**config.mk**
```make
export PLATFORM = sky130hd
export DESIGN_NAME = thermostat_relay_controller_flat
export DESIGN_NICKNAME = d
export VERILOG_FILES = /design/src/rtl/core/trc_pkg.sv /design/src/rtl/core/trc_if.sv /design/src/rtl/core/thermostat_relay_controller.sv /design/src/flat_wrapper.sv
export SDC_FILE = /design/constraint.sdc
export NUM_CORES = 1
export LEC_CHECK = 0
export BUFFER_PORTS_ARGS = -buffer_cell sky130_fd_sc_hd__buf_2
export CAP_MARGIN = 20
export CORE_UTILIZATION = 24
export CTS_CLUSTER_DIAMETER = 60
export CTS_CLUSTER_SIZE = 25
export DETAILED_ROUTE_END_ITERATION = 8
export GPL_ROUTABILITY_DRIVEN = 0
export GPL_TIMING_DRIVEN = 0
export SETUP_SLACK_MARGIN = 0.02
export SYNTH_ARGS = -nofsm -noshare
export SYNTH_HDL_FRONTEND = slang
export SYNTH_SLANG_ARGS = --single-unit
```
**constraint.sdc**
```tcl
create_clock -name clk -period 8.9 [get_ports clk]
set_input_delay 1.78 -clock clk [delete_from_list [all_inputs] [get_ports clk]]
set_output_delay 1.78 -clock clk [all_outputs]
set_load 0.01 [all_outputs]
```
**src/rtl/core/trc_pkg.sv**
```systemverilog
// Package for the thermostat relay controller: widths, codes, register map,
// reset values and the fixed debounce and default setpoint constants.
// No dependencies.
`default_nettype none

package trc_pkg;

	localparam int TEMP_W = 12;
	localparam int STEP_W = 9;
	localparam int MS_W = 16;
	localparam int ADDR_W = 5;
	localparam int DATA_W = 32;

	localparam logic [MS_W-1:0] DEBOUNCE_MS = 16'd50;
	localparam logic signed [TEMP_W-1:0] SETPOINT_POWER_ON = 12'sd320;

	typedef enum logic [1:0] {
		STATUS_UNKNOWN   = 2'd0,
		STATUS_OK        = 2'd1,
		STATUS_NO_SENSOR = 2'd2,
		STATUS_READ_LOST = 2'd3
	} status_t;

	typedef enum logic [1:0] {
		REQ_NONE  = 2'd0,
		REQ_START = 2'd1,
		REQ_READ  = 2'd2
	} request_t;

	typedef enum logic [2:0] {
		REG_SETPOINT_MIN   = 3'd0,
		REG_SETPOINT_MAX   = 3'd1,
		REG_SETPOINT_STEP  = 3'd2,
		REG_HYSTERESIS     = 3'd3,
		REG_MAX_SAFE_TEMP  = 3'd4,
		REG_CUTOFF_RESET   = 3'd5,
		REG_READ_INTERVAL  = 3'd6,
		REG_CONVERSION     = 3'd7
	} reg_index_t;

	localparam logic [TEMP_W-1:0] RST_SETPOINT_MIN = 12'd80;
	localparam logic [TEMP_W-1:0] RST_SETPOINT_MAX = 12'd480;
	localparam logic [STEP_W-1:0] RST_SETPOINT_STEP = 9'd8;
	localparam logic [STEP_W-1:0] RST_HYSTERESIS = 9'd8;
	localparam logic [TEMP_W-1:0] RST_MAX_SAFE_TEMP = 12'd1120;
	localparam logic [TEMP_W-1:0] RST_CUTOFF_RESET = 12'd960;
	localparam logic [MS_W-1:0] RST_READ_INTERVAL = 16'd1000;
	localparam logic [MS_W-1:0] RST_CONVERSION = 16'd750;

endpackage

`default_nettype wire

```
**src/rtl/core/trc_if.sv**
```systemverilog
// Valid/ready channel interfaces for the thermostat relay controller: the
// tick channel into the block and the result channel out of it. Uses trc_pkg.
`default_nettype none

interface trc_tick_if;
	logic valid;
	logic ready;
	logic btn_up_level;
	logic btn_down_level;
	logic start_ok;
	logic read_ok;
	logic signed [trc_pkg::TEMP_W-1:0] temperature;

	modport source (output valid, btn_up_level, btn_down_level, start_ok, read_ok,
		temperature, input ready);
	modport sink (input valid, btn_up_level, btn_down_level, start_ok, read_ok,
		temperature, output ready);
	modport monitor (input valid, ready, btn_up_level, btn_down_level, start_ok,
		read_ok, temperature);
endinterface

interface trc_result_if;
	logic valid;
	logic ready;
	logic relay_on;
	logic cutoff_active;
	logic [1:0] sensor_status;
	logic signed [trc_pkg::TEMP_W-1:0] setpoint;
	logic signed [trc_pkg::TEMP_W-1:0] last_temp;
	logic [1:0] sensor_request;

	modport source (output valid, relay_on, cutoff_active, sensor_status, setpoint,
		last_temp, sensor_request, input ready);
	modport sink (input valid, relay_on, cutoff_active, sensor_status, setpoint,
		last_temp, sensor_request, output ready);
	modport monitor (input valid, ready, relay_on, cutoff_active, sensor_status,
		setpoint, last_temp, sensor_request);
endinterface

`default_nettype wire

```
**src/rtl/core/thermostat_relay_controller.sv**
```systemverilog
// Top level of the thermostat relay controller: APB register file, tick input
// register, sensor schedule, cutoff, hysteresis and button logic, result register.
// Depends on trc_pkg and the channel interfaces in trc_if.sv.
`default_nettype none

// Each tick request is taken into an input register, processed against the
// controller state and placed in the result register, so one request is
// accepted per clock unless the result channel stalls. Ready drops only while
// both the input register and the result register are full and the result is
// not being taken. Registers sit at byte address 4*i and should be written
// only while no request is in flight.
module thermostat_relay_controller (
	input  wire logic clk,
	input  wire logic arst_n,
	trc_tick_if.sink tick,
	trc_result_if.source result,
	input  wire logic psel,
	input  wire logic penable,
	input  wire logic pwrite,
	input  wire logic [trc_pkg::ADDR_W-1:0] paddr,
	input  wire logic [trc_pkg::DATA_W-1:0] pwdata,
	output logic [trc_pkg::DATA_W-1:0] prdata,
	output logic pready
);

	localparam int TW = trc_pkg::TEMP_W;
	localparam int SW = trc_pkg::STEP_W;
	localparam int MW = trc_pkg::MS_W;

	logic [TW-1:0] sp_min_q, sp_max_q, max_safe_q, cutoff_reset_q;
	logic [SW-1:0] sp_step_q, hyst_q;
	logic [MW-1:0] interval_q, conversion_q;
	trc_pkg::reg_index_t reg_idx;
	logic cfg_write;

	logic v_s1;
	logic btn_up_s1, btn_down_s1, start_ok_s1, read_ok_s1;
	logic signed [TW-1:0] temp_s1;

	logic [MW-1:0] req_elapsed_q, btn_elapsed_q;
	logic pending_q, up_armed_q, down_armed_q, relay_q, cutoff_q;
	trc_pkg::status_t status_q;
	logic signed [TW-1:0] setpoint_q, last_temp_q;

	logic out_v_q;

	logic advance, fire;
	logic [MW-1:0] req_inc, btn_inc, req_elapsed_d, btn_elapsed_d;
	logic pending_d, up_armed_d, down_armed_d, relay_d, cutoff_d, cut_next;
	trc_pkg::status_t status_d;
	trc_pkg::request_t request_d;
	logic signed [TW-1:0] setpoint_d, last_temp_d;
	logic signed [TW+1:0] heat_on_below, temp_ext;
	logic signed [TW:0] sp_sum, sp_clamp_max, sp_lim_max, sp_lim_min;
	logic step_up, step_down;

	assign pready = 1'b1;
	assign reg_idx = trc_pkg::reg_index_t'(paddr[trc_pkg::ADDR_W-1:2]);
	assign cfg_write = psel && penable && pwrite && pready;

	always_ff @(posedge clk or negedge arst_n) begin
		if (!arst_n) begin
			sp_min_q <= trc_pkg::RST_SETPOINT_MIN;
			sp_max_q <= trc_pkg::RST_SETPOINT_MAX;
			sp_step_q <= trc_pkg::RST_SETPOINT_STEP;
			hyst_q <= trc_pkg::RST_HYSTERESIS;
			max_safe_q <= trc_pkg::RST_MAX_SAFE_TEMP;
			cutoff_reset_q <= trc_pkg::RST_CUTOFF_RESET;
			interval_q <= trc_pkg::RST_READ_INTERVAL;
			conversion_q <= trc_pkg::RST_CONVERSION;
		end else if (cfg_write) begin
			unique case (reg_idx)
				trc_pkg::REG_SETPOINT_MIN: sp_min_q <= pwdata[TW-1:0];
				trc_pkg::REG_SETPOINT_MAX: sp_max_q <= pwdata[TW-1:0];
				trc_pkg::REG_SETPOINT_STEP: sp_step_q <= pwdata[SW-1:0];
				trc_pkg::REG_HYSTERESIS: hyst_q <= pwdata[SW-1:0];
				trc_pkg::REG_MAX_SAFE_TEMP: max_safe_q <= pwdata[TW-1:0];
				trc_pkg::REG_CUTOFF_RESET: cutoff_reset_q <= pwdata[TW-1:0];
				trc_pkg::REG_READ_INTERVAL: interval_q <= pwdata[MW-1:0];
				trc_pkg::REG_CONVERSION: conversion_q <= pwdata[MW-1:0];
				default: ;
			endcase
		end
	end

	always_comb begin
		prdata = '0;
		unique case (reg_idx)
			trc_pkg::REG_SETPOINT_MIN: prdata[TW-1:0] = sp_min_q;
			trc_pkg::REG_SETPOINT_MAX: prdata[TW-1:0] = sp_max_q;
			trc_pkg::REG_SETPOINT_STEP: prdata[SW-1:0] = sp_step_q;
			trc_pkg::REG_HYSTERESIS: prdata[SW-1:0] = hyst_q;
			trc_pkg::REG_MAX_SAFE_TEMP: prdata[TW-1:0] = max_safe_q;
			trc_pkg::REG_CUTOFF_RESET: prdata[TW-1:0] = cutoff_reset_q;
			trc_pkg::REG_READ_INTERVAL: prdata[MW-1:0] = interval_q;
			trc_pkg::REG_CONVERSION: prdata[MW-1:0] = conversion_q;
			default: prdata = '0;
		endcase
	end

	// The input register moves on whenever the result register is free or is
	// being emptied in this cycle.
	assign advance = !out_v_q || result.ready;
	assign fire = v_s1 && advance;
	assign tick.ready = !v_s1 || advance;

	always_ff @(posedge clk or negedge arst_n) begin
		if (!arst_n) begin
			v_s1 <= 1'b0;
		end else if (tick.ready) begin
			v_s1 <= tick.valid;
		end
	end

	always_ff @(posedge clk) begin
		if (tick.valid && tick.ready) begin
			btn_up_s1 <= tick.btn_up_level;
			btn_down_s1 <= tick.btn_down_level;
			start_ok_s1 <= tick.start_ok;
			read_ok_s1 <= tick.read_ok;
			temp_s1 <= tick.temperature;
		end
	end

	assign req_inc = (req_elapsed_q == {MW{1'b1}}) ? req_elapsed_q : req_elapsed_q + 1'b1;
	assign btn_inc = (btn_elapsed_q == {MW{1'b1}}) ? btn_elapsed_q : btn_elapsed_q + 1'b1;
	assign temp_ext = {{2{temp_s1[TW-1]}}, temp_s1};
	assign heat_on_below = {{2{setpoint_q[TW-1]}}, setpoint_q} - {5'd0, hyst_q};
	assign cut_next = ($signed(temp_s1) >= $signed(max_safe_q)) ? 1'b1 :
		(cutoff_q && ($signed(temp_s1) < $signed(cutoff_reset_q))) ? 1'b0 : cutoff_q;

	always_comb begin
		pending_d = pending_q;
		req_elapsed_d = req_inc;
		status_d = status_q;
		relay_d = relay_q;
		cutoff_d = cutoff_q;
		last_temp_d = last_temp_q;
		request_d = trc_pkg::REQ_NONE;
		if (!pending_q) begin
			if (req_inc >= interval_q) begin
				req_elapsed_d = '0;
				request_d = trc_pkg::REQ_START;
				if (start_ok_s1) begin
					pending_d = 1'b1;
				end else begin
					status_d = trc_pkg::STATUS_NO_SENSOR;
					relay_d = 1'b0;
				end
			end
		end else if (req_inc >= conversion_q) begin
			pending_d = 1'b0;
			request_d = trc_pkg::REQ_READ;
			if (read_ok_s1) begin
				status_d = trc_pkg::STATUS_OK;
				last_temp_d = temp_s1;
				cutoff_d = cut_next;
				if ($signed(temp_s1) >= $signed(max_safe_q)) begin
					relay_d = 1'b0;
				end
				if (!cut_next) begin
					if (temp_ext < heat_on_below) begin
						relay_d = 1'b1;
					end else if (temp_s1 >= setpoint_q) begin
						relay_d = 1'b0;
					end
				end
			end else begin
				status_d = trc_pkg::STATUS_READ_LOST;
				relay_d = 1'b0;
			end
		end
	end

	// Up has priority; a release re-arms a button once the debounce time is up.
	assign step_up = (btn_inc >= trc_pkg::DEBOUNCE_MS) && !btn_up_s1 && up_armed_q;
	assign step_down = (btn_inc >= trc_pkg::DEBOUNCE_MS) && !step_up && !btn_down_s1
		&& down_armed_q;
	assign sp_lim_max = {sp_max_q[TW-1], sp_max_q};
	assign sp_lim_min = {sp_min_q[TW-1], sp_min_q};
	assign sp_sum = step_up ? ({setpoint_q[TW-1], setpoint_q} + {4'd0, sp_step_q})
		: ({setpoint_q[TW-1], setpoint_q} - {4'd0, sp_step_q});
	assign sp_clamp_max = (sp_sum > sp_lim_max) ? sp_lim_max : sp_sum;

	always_comb begin
		up_armed_d = up_armed_q;
		down_armed_d = down_armed_q;
		btn_elapsed_d = btn_inc;
		setpoint_d = setpoint_q;
		if (btn_inc >= trc_pkg::DEBOUNCE_MS) begin
			if (btn_up_s1 && !up_armed_q) begin
				up_armed_d = 1'b1;
				btn_elapsed_d = '0;
			end
			if (btn_down_s1 && !down_armed_q) begin
				down_armed_d = 1'b1;
				btn_elapsed_d = '0;
			end
			if (step_up) begin
				up_armed_d = 1'b0;
				btn_elapsed_d = '0;
			end
			if (step_down) begin
				down_armed_d = 1'b0;
				btn_elapsed_d = '0;
			end
			if (step_up || step_down) begin
				setpoint_d = (sp_clamp_max < sp_lim_min) ? sp_min_q : sp_clamp_max[TW-1:0];
			end
		end
	end

	always_ff @(posedge clk or negedge arst_n) begin
		if (!arst_n) begin
			req_elapsed_q <= '0;
			btn_elapsed_q <= '0;
			pending_q <= 1'b0;
			up_armed_q <= 1'b1;
			down_armed_q <= 1'b1;
			relay_q <= 1'b0;
			cutoff_q <= 1'b0;
			status_q <= trc_pkg::STATUS_UNKNOWN;
			setpoint_q <= trc_pkg::SETPOINT_POWER_ON;
			last_temp_q <= '0;
		end else if (fire) begin
			req_elapsed_q <= req_elapsed_d;
			btn_elapsed_q <= btn_elapsed_d;
			pending_q <= pending_d;
			up_armed_q <= up_armed_d;
			down_armed_q <= down_armed_d;
			relay_q <= relay_d;
			cutoff_q <= cutoff_d;
			status_q <= status_d;
			setpoint_q <= setpoint_d;
			last_temp_q <= last_temp_d;
		end
	end

	always_ff @(posedge clk or negedge arst_n) begin
		if (!arst_n) begin
			out_v_q <= 1'b0;
		end else if (advance) begin
			out_v_q <= v_s1;
		end
	end

	always_ff @(posedge clk) begin
		if (fire) begin
			result.relay_on <= relay_d;
			result.cutoff_active <= cutoff_d;
			result.sensor_status <= status_d;
			result.setpoint <= setpoint_d;
			result.last_temp <= last_temp_d;
			result.sensor_request <= request_d;
		end
	end

	assign result.valid = out_v_q;

endmodule

`default_nettype wire

```
**src/flat_wrapper.sv**
```systemverilog
// flat-port wrapper written by rule: the top's interface ports become plain ports
module thermostat_relay_controller_flat 
  (clk, arst_n, psel, penable, pwrite, paddr, pwdata, prdata, pready, tick_valid, tick_btn_up_level, tick_btn_down_level, tick_start_ok, tick_read_ok, tick_temperature, tick_ready, result_valid, result_relay_on, result_cutoff_active, result_sensor_status, result_setpoint, result_last_temp, result_sensor_request, result_ready);
  trc_tick_if tick_i ();
  trc_result_if result_i ();
  input  wire logic clk;
  input  wire logic arst_n;
  input  wire logic psel;
  input  wire logic penable;
  input  wire logic pwrite;
  input  wire logic [trc_pkg::ADDR_W-1:0] paddr;
  input  wire logic [trc_pkg::DATA_W-1:0] pwdata;
  output logic [trc_pkg::DATA_W-1:0] prdata;
  output logic pready;
  input wire logic [$bits(tick_i.valid)-1:0] tick_valid;
  input wire logic [$bits(tick_i.btn_up_level)-1:0] tick_btn_up_level;
  input wire logic [$bits(tick_i.btn_down_level)-1:0] tick_btn_down_level;
  input wire logic [$bits(tick_i.start_ok)-1:0] tick_start_ok;
  input wire logic [$bits(tick_i.read_ok)-1:0] tick_read_ok;
  input wire logic [$bits(tick_i.temperature)-1:0] tick_temperature;
  output wire logic [$bits(tick_i.ready)-1:0] tick_ready;
  output wire logic [$bits(result_i.valid)-1:0] result_valid;
  output wire logic [$bits(result_i.relay_on)-1:0] result_relay_on;
  output wire logic [$bits(result_i.cutoff_active)-1:0] result_cutoff_active;
  output wire logic [$bits(result_i.sensor_status)-1:0] result_sensor_status;
  output wire logic [$bits(result_i.setpoint)-1:0] result_setpoint;
  output wire logic [$bits(result_i.last_temp)-1:0] result_last_temp;
  output wire logic [$bits(result_i.sensor_request)-1:0] result_sensor_request;
  input wire logic [$bits(result_i.ready)-1:0] result_ready;
  assign tick_i.valid = tick_valid;
  assign tick_i.btn_up_level = tick_btn_up_level;
  assign tick_i.btn_down_level = tick_btn_down_level;
  assign tick_i.start_ok = tick_start_ok;
  assign tick_i.read_ok = tick_read_ok;
  assign tick_i.temperature = tick_temperature;
  assign tick_ready = tick_i.ready;
  assign result_valid = result_i.valid;
  assign result_relay_on = result_i.relay_on;
  assign result_cutoff_active = result_i.cutoff_active;
  assign result_sensor_status = result_i.sensor_status;
  assign result_setpoint = result_i.setpoint;
  assign result_last_temp = result_i.last_temp;
  assign result_sensor_request = result_i.sensor_request;
  assign result_i.ready = result_ready;
  thermostat_relay_controller u_core (.clk(clk), .arst_n(arst_n), .tick(tick_i), .result(result_i), .psel(psel), .penable(penable), .pwrite(pwrite), .paddr(paddr), .pwdata(pwdata), .prdata(prdata), .pready(pready));
endmodule
```
==> flow_summary.toml <==
[setup_path]
critical_path_peak_fanout = 10
critPathRequiredTime_ps = 9150
crit_top_cell = "ha_1"
max_stage_delay_ps = 440
crit_path_start_kind = "register"
r2r_setup_slack_ps = 450
timing.rr.start = "u_core.btn_elapsed_q[0]$_DFFE_PN0P_"
r2r_end = "u_core.result.setpoint[1]$_DFFE_PP_"
arrival_ps = 8710
criticalPathCategory = "register to register"
setup.worst_path.end_class = "register"
slowest_stage = "dfrtp_2"
reg2reg_depth = 36

[floorplanning]
core_um2 = 57700
ios = 125
start_util_pct = 24.29
placementRows = 88
die_height_um = 243.6
die-width_um = 243.6
fp.dieArea_um2 = 59360

[detailed_routing]
wirelength_um = 45740
firstDrtPassIters = 5
vias = 11960
routedWlPerCell_um = 19.03
viasPerCell = 4.975
ant_nets = 0
drcViolationCount = 0
drt_iter0_markers = 1075

[sta]
finalClockSkew_ps = 33.48
fmax_ghz = 0.1183
finalHoldViolations = 0
slew_headroom_pct = 36.14
finalCritPeriodShare_pct = 94.98
grt_setup_unrepaired = "no"
setup_slack_ps = 447.0
setup_viol = 0
slew_violations = 0
finalHoldWorstSlack_ps = 504.6
worst_pin_slew_ps = 957.9
post-route-min-period_ps = 8453

[worst_hold_path]
worstHoldPathType = "register to register"
worstHoldPathCells = 1
holdPathEnd = "u_core.last_temp_q[8]$_DFFE_PN0P_"
hold_path_startpoint = "u_core.last_temp_q[8]$_DFFE_PN0P_"

[global_routing]
antenna_found_initial = 2
overflow = 0
grt.total_usage_pct = 15.04
grt_max_degree = 115
grt_pass1_wl_um = 69890
grt_pass1_vias = 11820

[power]
leakagePower_nw = 7.487
swShare_pct = 45.03
intPower_mw = 3.314
power_frac_clock_pct = 18.9
p_per_area_nw_per_um2 = 359.9
irDropWorstVdd_mv = 0.1995
switchingPower_mw = 2.715
p_comb_share_pct = 57.5
sequentialPowerShare_pct = 23.6

[yosys]
syn_inst = 1474
synth_top_family_by_area = "compound AO/OA/AOI/OAI gates"
syn_area_um2 = 14010
synth_compound_area_share_pct = 17.64
synth-async-reset-ratio_pct = 77.99
synth-seq-cells = 209
synth_fa_ha_area_share_pct = 11.89
synth-xor-area-share_pct = 2.723
synth_area_per_cell_um2 = 9.506
synth_flop_cell = "dfrtp_1"
ys.warnings.count = 0
ys_seq_area_share_pct = 39.25
yosys.area_share.simple_pct = 13.45
synth_edf_count = 46
synth_mux_area_share_pct = 8.251
synth.distinct_cells = 86

[cells_and_area]
drive_gt1_share_pct = 20.81
antennaDiodeCount = 0
stdcell_count = 2404
nNetsFinal = 1810
utilization_pct = 29.04
syn_to_final_growth_pct = 19.56

[cts]
numCtsBuffers = 27
clockRootBuffer = "clkbuf_16"
cts.sinks = 209
clk-insertion-delay-late_ps = 570
clockBufferDepth = 3
cts_htree_levels = 1
cts_tree = "built"
clk_pin_slew_ps = 70
holdBufCountCts = 0

[flow_run]
cap_violations = 0

[placed_design]
dp_worst_setup_slack_ps = -937.8
io_buffers = 86
place_hpwl_um = 35670
dp_cells = 2342

[run_status]
outcome = "finished clean"
==> cell families (layout without fill, tap and decap cells) <==
family	count (synthesis)	after routing
AOI/OAI and AO/OA	385	385
xor gates and xnor gates	42	42
adders and majority gates	132	132
buffers and inverters	223	373
DFF	209	209
muxes	89	89
other	2	17
and+or+nand+nor	392	392
==> layout make-up <==
| cell class | instances | area [um2] |
|---|---|---|
| Buffer | 77 | 417.9 |
| Clock buffer | 29 | 714.4 |
| Clock inverter | 21 | 225.2 |
| Fill cell | 6061 | 40940 |
| Inverter | 145 | 544.3 |
| Multi-Input combinational cell | 1057 | 7805 |
| Sequential cell | 209 | 5503 |
| Tap cell | 765 | 957.2 |
| Timing Repair Buffer | 101 | 585.6 |
==> sequential cells by signal (all words and copies together), names as in the netlist, 2 cells and up <==
name	count
u_core.sp_min_q	12
u_core.result.setpoint	12
u_core.status_q	2
u_core.sp_step_q	9
u_core.max_safe_q	12
u_core.hyst_q	9
u_core.result.sensor_request	2
u_core.last_temp_q	12
u_core.result.last_temp	12
u_core.interval_q	16
u_core.conversion_q	16
u_core.result.sensor_status	2
u_core.temp_s1	12
u_core.req_elapsed_q	16
u_core.setpoint_q	12
u_core.sp_max_q	12
u_core.cutoff_reset_q	12
u_core.btn_elapsed_q	16
==> cells in the mapped netlist (all sizes together), types with 5 or more instances <==
cell,instances,area share [%]
nand2,173,4.7
inv,145,3.9
o21ai,139,5.0
dfrtp,131,23
ha,130,12
a21oi,73,2.7
nor2,58,1.6
mux2,52,4.2
edfxtp,46,9.9
buf,39,1.8
clkbuf,39,1.1
nand3,36,1.4
xnor2,34,2.1
dfstp,32,6.0
a21o,28,1.5
o211ai,23,1.2
nand2b,22,0.98
mux2i,21,1.5
nor3,21,0.87
o31ai,19,1.1
mux4,16,2.6
and3,15,0.68
nand4,15,0.71
a22o,14,0.88
a31oi,14,0.63
nor4,13,0.63
nor2b,11,0.49
o311ai,10,0.63
o21a,9,0.48
o221ai,9,0.56
a2111oi,7,0.44
and2,7,0.31
xor2,7,0.44
a211oi,5,0.27
o22ai,5,0.22
==> critical path, delay by kind of cell, from the launching register on <==
| family | cells | cell delay [ps] |
|---|---|---|
| compound gates | 16 | 3590 |
| fa+ha+maj | 4 | 1160 |
| simple gates | 8 | 1130 |
| buf+inv | 5 | 910 |
| xor+xnor | 2 | 510 |
| flops | 1 | 440 |
| mux | 1 | 360 |
==> what timing repair did <==
item	in CTS	in global routing
gates cloned	0	1
endpoints found under the setup margin	24	24
setup buffers	1	11
endpoints found under the hold margin	0	0
resized for setup	26	27
pin swaps	1	11
==> stage by stage <==
stage	setup TNS (ps)	power, mW	cell area, um2
2_1_floorplan	0	3.451	14070
3_3_place_gp	-9492	4.222	15460
3_5_place_dp	-15050	4.325	15510
4_1_cts	0	5.658	16540
5_1_grt	0	6.438	16750
6_report	0	6.029	16750
==> power by group through the flow <==
stage	sequential, mW	clock (mW)	combinational (mW)
3_5_place_dp	1.43	0	2.89
3_3_place_gp	1.43	0	2.80
4_1_cts	1.42	1.16	3.08
2_1_floorplan	1.34	0	2.11
6_report	1.42	1.14	3.47
5_1_grt	1.44	1.20	3.80
==> layout by cell type (no fill, tap or decap), types with 10 or more instances in the layout <==
master,n
a21o_1,27
a21oi_1,71
a22o_1,14
a31oi_1,13
and3_1,14
buf_2,93
buf_4,36
clkbuf_1,34
clkbuf_16,28
conb_1,17
dfrtp_1,129
dfstp_2,32
edfxtp_1,46
ha_1,129
inv_1,144
mux2_2,52
mux2i_1,12
mux4_2,16
nand2_1,170
nand2b_1,21
nand3_1,34
nand4_1,14
nor2_1,58
nor2b_1,10
nor3_1,19
nor4_1,11
o211ai_1,23
o21ai_0,135
o31ai_1,16
xnor2_1,34
==> routing by layer <==
metal / vias to the layer above / wire [um] / GRT usage (%)
li1: 5554 / - / -
met1: 5917 / 19890 / 19.55
met2: 398 / 21570 / 25.37
met3: 88 / 2655 / 2.611
met4: 4 / 1590 / 4.449
met5: - / 27 / 0
==> how the worst max path moves through the flow <==
stage,to,start,cells after the start
4_1_cts,u_core.result.setpoint[2]$_DFFE_PP_,u_core.btn_elapsed_q[0]$_DFFE_PN0P_,36
3_3_place_gp,u_core.result.setpoint[0]$_DFFE_PP_,u_core.btn_elapsed_q[0]$_DFFE_PN0P_,36
5_1_grt,u_core.result.setpoint[6]$_DFFE_PP_,u_core.btn_elapsed_q[0]$_DFFE_PN0P_,37
3_5_place_dp,u_core.result.setpoint[0]$_DFFE_PP_,u_core.btn_elapsed_q[0]$_DFFE_PN0P_,36
2_1_floorplan,u_core.result.setpoint[0]$_DFFE_PP_,u_core.btn_elapsed_q[0]$_DFFE_PN0P_,36
6_report,u_core.result.setpoint[1]$_DFFE_PP_,u_core.btn_elapsed_q[0]$_DFFE_PN0P_,36
Power figures use the tool's default switching activity.
